===== src/rtl/modbus_rtu_reply_checker_macros.svh =====
// assertion macros for the modbus rtu reply checker
// used by every rtl file that carries concurrent checks; needs clk_i and rst_ni in scope
`ifndef MODBUS_RTU_REPLY_CHECKER_MACROS_SVH
`define MODBUS_RTU_REPLY_CHECKER_MACROS_SVH

`ifndef SYNTH

`define MRC_ASSERT_IMP(label, ante, cons, msg) \
  label: assert property (@(posedge clk_i) disable iff (!rst_ni) (ante) |-> (cons)) \
    else $error(msg);

`define MRC_ASSERT_NXT(label, ante, cons, msg) \
  label: assert property (@(posedge clk_i) disable iff (!rst_ni) (ante) |=> (cons)) \
    else $error(msg);

`else

`define MRC_ASSERT_IMP(label, ante, cons, msg)

`define MRC_ASSERT_NXT(label, ante, cons, msg)

`endif

`endif


===== src/rtl/mrc_pkg.sv =====
// shared types, constants and the crc-16 byte update for the modbus rtu reply checker
// no dependencies
`timescale 1ns / 1ps

package mrc_pkg;

  localparam int unsigned MaxDataBytes = 8;
  localparam int unsigned DataIdxW     = $clog2(MaxDataBytes);

  localparam logic [15:0] CrcInit = 16'hFFFF;
  localparam logic [15:0] CrcPoly = 16'hA001;

  localparam logic [3:0] DataOffset = 4'd3;
  // offset of the trailer high byte for three and four registers
  localparam logic [3:0] FrameLast3 = 4'd10;
  localparam logic [3:0] FrameLast4 = 4'd12;

  localparam logic [2:0] RegCountWide = 3'd4;

  // configuration register indexes
  localparam logic CfgValueCount = 1'b0;
  localparam logic CfgWideValues = 1'b1;

  typedef enum logic [1:0] {
    STAT_OK       = 2'd0,
    STAT_CRC_ERR  = 2'd1,
    STAT_NO_REPLY = 2'd2
  } status_e;

  typedef struct packed {
    status_e     status;
    logic [31:0] value_first;
    logic [31:0] value_second;
    logic [15:0] value_third;
    logic [15:0] value_fourth;
  } result_t;

  function automatic logic [15:0] crc_byte(input logic [15:0] crc, input logic [7:0] data);
    logic [15:0] r;
    r = crc ^ {8'h00, data};
    for (int k = 0; k < 8; k++) begin
      r = r[0] ? ((r >> 1) ^ CrcPoly) : (r >> 1);
    end
    return r;
  endfunction

endpackage


===== src/rtl/mrc_frame.sv =====
// frame tracker: config registers, byte position, crc, data bytes and trailer check
// depends on mrc_pkg and the assertion macro header
`timescale 1ns / 1ps
`include "modbus_rtu_reply_checker_macros.svh"

module mrc_frame import mrc_pkg::*; (
  input  logic          clk_i,
  input  logic          rst_ni,
  input  logic          cfg_we_i,
  input  logic          cfg_idx_i,
  input  logic [2:0]    cfg_wdata_i,
  input  logic          step_i,
  input  logic [7:0]    rx_byte_i,
  input  logic          read_failed_i,
  output logic          res_valid_o,
  output result_t       res_o
);

  logic [2:0]  value_count_q;
  logic        wide_values_q;
  logic [3:0]  pos_q, pos_d;
  logic [15:0] crc_q, crc_d;
  logic [7:0]  data_q [MaxDataBytes];
  logic [7:0]  trailer_low_q;

  logic        four_regs;
  logic [3:0]  last_pos;
  logic        at_end;
  logic        crc_ok;
  logic [3:0]  data_ofs;
  logic        data_wr;

  // config
  always_ff @(posedge clk_i or negedge rst_ni) begin
    if (!rst_ni) begin
      value_count_q <= RegCountWide;
      wide_values_q <= 1'b0;
    end else if (cfg_we_i) begin
      case (cfg_idx_i)
        CfgValueCount: value_count_q <= cfg_wdata_i;
        CfgWideValues: wide_values_q <= cfg_wdata_i[0];
        default: ;
      endcase
    end
  end

  assign four_regs = (value_count_q >= RegCountWide);
  assign last_pos  = four_regs ? FrameLast4 : FrameLast3;
  assign at_end    = (pos_q >= last_pos);
  assign crc_ok    = ({rx_byte_i, trailer_low_q} == crc_q);
  assign data_ofs  = pos_q - DataOffset;
  assign data_wr   = step_i && !read_failed_i && !at_end && (pos_q != last_pos - 4'd1) &&
                     (pos_q >= DataOffset) && (data_ofs < 4'(MaxDataBytes));

  always_comb begin
    pos_d = pos_q;
    crc_d = crc_q;
    if (step_i) begin
      if (read_failed_i || at_end) begin
        pos_d = '0;
        crc_d = CrcInit;
      end else begin
        pos_d = pos_q + 4'd1;
        if (pos_q != last_pos - 4'd1) begin
          crc_d = crc_byte(crc_q, rx_byte_i);
        end
      end
    end
  end

  always_ff @(posedge clk_i or negedge rst_ni) begin
    if (!rst_ni) begin
      pos_q <= '0;
      crc_q <= CrcInit;
    end else begin
      pos_q <= pos_d;
      crc_q <= crc_d;
    end
  end

  always_ff @(posedge clk_i) begin
    if (data_wr) begin
      data_q[data_ofs[DataIdxW-1:0]] <= rx_byte_i;
    end
    if (step_i && !read_failed_i && !at_end && (pos_q == last_pos - 4'd1)) begin
      trailer_low_q <= rx_byte_i;
    end
  end

  assign res_valid_o = step_i && (read_failed_i || at_end);

  always_comb begin
    res_o = '{status: STAT_NO_REPLY, value_first: '0, value_second: '0,
              value_third: '0, value_fourth: '0};
    if (!read_failed_i) begin
      if (!crc_ok) begin
        res_o.status = STAT_CRC_ERR;
      end else begin
        res_o.status = STAT_OK;
        if (wide_values_q && four_regs) begin
          res_o.value_first  = {data_q[0], data_q[1], data_q[2], data_q[3]};
          res_o.value_second = {data_q[4], data_q[5], data_q[6], data_q[7]};
        end else begin
          res_o.value_first  = {16'h0000, data_q[0], data_q[1]};
          res_o.value_second = {16'h0000, data_q[2], data_q[3]};
          res_o.value_third  = {data_q[4], data_q[5]};
          if (four_regs) begin
            res_o.value_fourth = {data_q[6], data_q[7]};
          end
        end
      end
    end
  end

  `MRC_ASSERT_IMP(a_pos_bound, 1'b1, pos_q <= FrameLast4, "byte position beyond frame end")
  `MRC_ASSERT_NXT(a_fail_restart, step_i && read_failed_i, pos_q == 4'd0 && crc_q == CrcInit,
                  "read failure did not restart the frame")

endmodule


===== config.mk =====
export PLATFORM = sky130hd
export DESIGN_NAME = mrc_frame
export DESIGN_NICKNAME = d
export VERILOG_FILES = /design/src/rtl/mrc_pkg.sv /design/src/rtl/mrc_frame.sv
export VERILOG_INCLUDE_DIRS = /design/src /design/src/rtl
export SDC_FILE = /design/constraint.sdc
export NUM_CORES = 1
export LEC_CHECK = 0
export BUFFER_PORTS_ARGS = -buffer_cell sky130_fd_sc_hd__buf_2
export CAP_MARGIN = 20
export CORE_MARGIN = 2
export CORE_UTILIZATION = 50
export CTS_BUF_LIST = sky130_fd_sc_hd__clkbuf_8
export CTS_CLUSTER_SIZE = 30
export DETAILED_ROUTE_END_ITERATION = 8
export MAX_ROUTING_LAYER = met4
export PLACE_DENSITY = 0.89
export SLEW_MARGIN = 20
export SYNTH_ARGS = -nofsm -noshare
export SYNTH_HDL_FRONTEND = slang
export SYNTH_SLANG_ARGS = --single-unit

===== constraint.sdc =====
create_clock -name clk_i -period 3.4 [get_ports clk_i]
set_input_delay 0.34 -clock clk_i [delete_from_list [all_inputs] [get_ports clk_i]]
set_output_delay 0.34 -clock clk_i [all_outputs]
set_load 0.005 [all_outputs]

Word level (Yosys, flattened, before mapping)
Memories as Yosys holds them, arrays and structs flattened.
Cells that the tools add are included.

storage, ports and cells
  input port bits = 17
  RAM bits = 64
  word-level logic and storage cells = 61
  flip-flop bits (word level) = 32
  memories = 1

cells by class
  $add $sub $neg = 3
  reduce and logical (&&, ||, !) cells = 15
  $lt $le $gt $ge = 4
  equality and inequality tests = 3
  bitwise logic cells = 10
  multiplexer cells = 20

memories
  name    words  width  rd ports  clocked after memory_dff  write ports  RTL line         source
  data_q  8      8      8         0                         1            mrc_frame.sv:23  logic [7:0] data_q [MaxDataBytes];

operators with widths
  operator                                                            count
  two-way mux 16 bit                                                  11
  two-way mux 98 bit                                                  1
  two-way mux 96 bit                                                  1
  two-way mux 64 bit                                                  1
  two-way mux 32 bit                                                  1
  NOT 2 -> 3 bit                                                      8
  equality test 16 bit                                                1
  XOR 16 x 8 -> 16 bit                                                1
  logical AND 1 bit                                                   8
  AND reduction 2 bit                                                 3
  adder 4 x 1 -> 4 bit (second input constant)                        1
  equality test 4 bit                                                 1
  greater-or-equal comparator 4 x 2 -> 1 bit (second input constant)  1
  greater-or-equal comparator 4 bit                                   1
  < comparator 4 bit (second input constant)                          1
  two-way mux 4 bit                                                   1
  inequality test 4 bit                                               1
  subtractor 4 x 1 -> 4 bit (second input constant)                   1
  subtractor 4 x 2 -> 4 bit (second input constant)                   1
  greater-or-equal comparator 3 bit (second input constant)           1
  two-way mux 1 bit                                                   3
  two-way mux 3 bit                                                   1
  zero test 1 bit                                                     2
  nonzero test 2 bit                                                  1
  2 further kinds                                                     2

Longest topological paths before layout
  word-level depth = 19
  depth in mapped cells = 9
  mapped depth without buffers = 7

Least setup slack after synthesis
Ideal clock, no wire load.

  path kind = reg2reg
  from = register value_count_q[2]
  to = memory data_q[3][0] (enable)
  setup time = 0.395 ns
  stages on the path, launching flop included = 10
  buffers on the path = 2
  setup slack = 0.190 ns
  period minus slack after synthesis = 3.210 ns
  data arrival time = 2.815 ns
  path through = dfstp_2 inv_1 ha_1 nand2b_1 a21boi_0 or2_2 a211o_1 buf_2 buf_2 nor4_1

on the way
  cells in the longest elaborated chain, start to end = 10
  elaborated cells between the ends (all ways) = 12
  those cells by class = add/sub: 1; order compare: 2; eq/ne: 1; mux: 3; reduce/logical: 5

RTL lines
  element                                                                            RTL line         source
  from (decl)                                                                        mrc_frame.sv:19  logic [2:0] value_count_q;
  from (signal assigned)                                                             mrc_frame.sv:36  value_count_q <= RegCountWide;
  from (signal assigned)                                                             mrc_frame.sv:40  CfgValueCount: value_count_q <= cfg_wdata_i;
  greater-or-equal comparator 3 bit (*)                                              mrc_frame.sv:47  assign four_regs = (value_count_q >= RegCountWide);
  two-way mux 3 bit (*)                                                              mrc_frame.sv:48  assign last_pos = four_regs ? FrameLast4 : FrameLast3;
  parallel branches: the longest is 3 deep, another holds subtractor 4 x 1 -> 4 bit  n/a
  logical AND 1 bit (*) (2 in series)                                                mrc_frame.sv:52  assign data_wr = step_i && !read_failed_i && !at_end && (pos_q != last_pos - 4'd1) &&
  logical AND 1 bit (*)                                                              mrc_frame.sv:53  (pos_q >= DataOffset) && (data_ofs < 4'(MaxDataBytes));
  two-way mux 1 bit (*)                                                              mrc_frame.sv:82  if (data_wr) begin
  two-way mux 1 bit (implied by the code) (*)                                        mrc_frame.sv:83  data_q[data_ofs[DataIdxW-1:0]] <= rx_byte_i;
  to (decl)                                                                          mrc_frame.sv:23

Mark *: on every way between the ends.

Worst setup path in the final report
  from = register value_count_q[2]
  to = memory data_q[1][5] (enable)

The elaborated chain is that of the path after synthesis.

==> impl_metrics.yaml <==
yosys:
  synth_cell_types: 43
  synth_ff_type: "edfxtp_1"
  postSynthAreaPerCell_sq_um: 12.2
  syn_nets: 392
  yosys.area.top_type: "edfxtp_1"
  netlist_area_sq_mm: 0.00453
  ys_ff_latch: 94
  synth_cells: 372
  synth_edf_count: 72
  netlist.area_leader.share_pct: 47.7
  async_reset_ff_share_pct: 23.4
  yosysSeqAreaShare_pct: 60.3
  yosys_warnings: 0
  synth_area_leaders: "edfxtp_1 (48%), dfstp_2 (9.9%), and2_1 (9.0%)"
sta:
  worstMarginPinSlew_ns: 0.661
  slew_viol_final: 0
  slew_headroom_pct: 55.7
  fin_skew_ns: 0.0109
  fin_tns_setup_ns: 0
  period_share_pct: 89.9
  finalSetupViolations: 0
  final_hold_viol_count: 0
  fmax_ghz: 0.327
  rsz0062_at_grt: "no"
  min_period_ns: 3.06
final_layout:
  diodes: 0
  drive_above_1_share_pct: 35.1
  nNetsFinal: 513
  areaGrowthSynthToFinish_pct: 22.1
  multi_input_area_sq_mm: 0.00169
  seq_area_sq_mm: 0.00273
  fillerInstances: 685
  final_cell_count_no_fill: 606
place:
  gp_congestion: 0.889
  portBuffers: 114
  hpwl_microns: 7300
  placed_cells_incl_taps: 589
clocking:
  numCtsBuffers: 9
  clockRootBuffer: "clkbuf_8"
  postCtsSetupBuffers: 0
  clkTransAtPathRegs_ns: 0.09
  postCtsHoldBufs: 1
  clk_latency_ns: 0.36
  h-tree-depth: 3
  clock_path_buffers: 2
  clock_sinks: 94
  cts_tree: "done"
  cts_resized: 0
pwr:
  leakagePower_nw: 2.34
  ir_drop_mv: 0.348
  finalPower_w: 0.00290
  power_density_mw_per_mm2: 524
worst_setup_path:
  crit_fanout: 17
  startpoint_type: "flop"
  cp.required_ns: 3.48
  cp.arrival_ns: 3.13
  crit_type: "flop to flop"
  crit_path_end_kind: "flop"
floorplanning:
  io_pins: 116
  core-area_sq_mm: 0.00876
  die_h_microns: 99.2
  initial_core_util_pct: 51.7
  row_count: 34
  die_w_microns: 99.2
  die_area_sq_mm: 0.00984
routing:
  num_vias: 3358
  routed_wl_microns: 10500
  via_per_inst: 5.54
  firstDrtPassIters: 5
  ant_nets: 0
  drt-initial-drc-count: 255
  drc: 0
  routedWlPerCell_microns: 17.4
global_route:
  antenna_found_initial: 1
  grt_max_degree: 34
  grt_usage_pct: 21.8
  grt_pass1_vias: 3210
  grt_pass1_wl_microns: 16100
  gr-total-overflow: 0
job:
  drv_cap: 0
worst_hold_path:
  hp-class: "input port to flop"
outcome:
  status: "complete, no violations"
[worst max-delay path, cell delays in order (launching register included)]
cell and delay (ns):
dfstp_2 0.55, inv_1 0.11, ha_1 0.34, nand2b_1 0.07, a21boi_0 0.11, or2_2 0.34
a211o_1 0.55, nor4_1 0.47, buf_4 0.24
[synthesized netlist by cell type, drive strengths merged, types with 6 or more instances]
library cell	number
nor2	43
clkbuf	17
and2	65
xnor2	11
nor4	9
dfstp	17
edfxtp	72
inv	7
o22a	9
xor2	23
a21oi	12
a22oi	32
nor3	6
[power breakdown]
| part | switching, W | total, W | internal, W |
|---|---|---|---|
| sequential | 0.0000887 | 0.00144 | 0.00136 |
| combinational | 0.000282 | 0.000581 | 0.000300 |
| clock | 0.000384 | 0.000874 | 0.000491 |
| total | 0.000754 | 0.00290 | 0.00215 |
[logic make-up (layout without fill, tap and decap cells)]
group	Yosys count	after routing	synth area share (%)
AO/OA/AOI/OAI	64	64	10.3
XOR/XNOR	37	37	8.26
adder cells (fa/ha/maj)	3	3	0.829
buffers and inverters	29	155	2.62
flip-flops	94	94	60.3
multiplexers	3	3	0.690
AND/OR/NAND/NOR	142	142	17.0
[per-stage QoR]
stage	area [sq um]	util, %	hold slack (ns)	worst slack (ns)
after floorplan	4530	-	0.0444	0.190
after detailed placement	5280	60.3	0.339	0.354
after global placement	5280	60.3	0.332	0.485
after global routing	5530	63.1	0.232	0.248
after CTS	5530	63.1	0.222	0.350
final	5530	63.1	0.229	0.344
[cell usage in the layout, fill, tap and decap left out, types with 2 or more instances in the layout]
cell / n
o22a_2: 2
xnor2_1: 11
a21oi_1: 11
nor2_1: 43
bufinv_16: 3
edfxtp_1: 72
dfrtp_1: 5
buf_4: 17
dfstp_2: 17
a22oi_1: 32
nor3_1: 6
ha_1: 3
mux2i_1: 2
xor2_1: 22
nand4_1: 2
nand2_1: 5
nor2b_1: 5
buf_2: 114
xnor3_1: 2
o22a_1: 7
o22ai_1: 3
nand2b_1: 2
clkbuf_8: 9
inv_1: 7
nor4_1: 8
and2_1: 65
[layout make-up]
cell class / count / area share [%]
clock buffers: 9 / 2.24
clock inverters: 7 / 2.17
inverters: 7 / 0.475
multi-input cells: 249 / 30.5
flip-flops and latches: 94 / 49.4
well taps: 108 / 2.44
repair buffers: 132 / 12.8
[layer usage]
metal / global-route usage [%] / wire (microns) / up-vias
met5: - / 0 / -
met4: 8.11 / 196 / 0
met2: 37.2 / 5430 / 147
met3: 3.58 / 718 / 20
li1: - / - / 1568
met1: 26.2 / 4180 / 1623
[sequential cells by signal, summed over array words and instances, names as in the netlist]
signal and flops:
crc_q 16, data_q 64, pos_q 4, trailer_low_q 8, value_count_q 1, wide_values_q 1
[path summary, 6_finish.rpt]
| check | startpoint | endpoint | slack (ns) | cells past startpoint |
|---|---|---|---|---|
| setup / recovery | value_count_q[2] | data_q[1][5] | 0.34 | 8 |
| hold / removal | cfg_wdata_i[0] | wide_values_q | 0.23 | 2 |
| setup reg to reg | value_count_q[2] | data_q[1][5] | 0.34 | 8 |
| hold reg to reg | crc_q[10] | crc_q[10] | 0.53 | 2 |
| max in group asynchronous | rst_ni | crc_q[3] | 2.55 | 2 |
| min in group asynchronous | rst_ni | pos_q[3] | 0.49 | 2 |
Power figures use the tool's default switching activity.
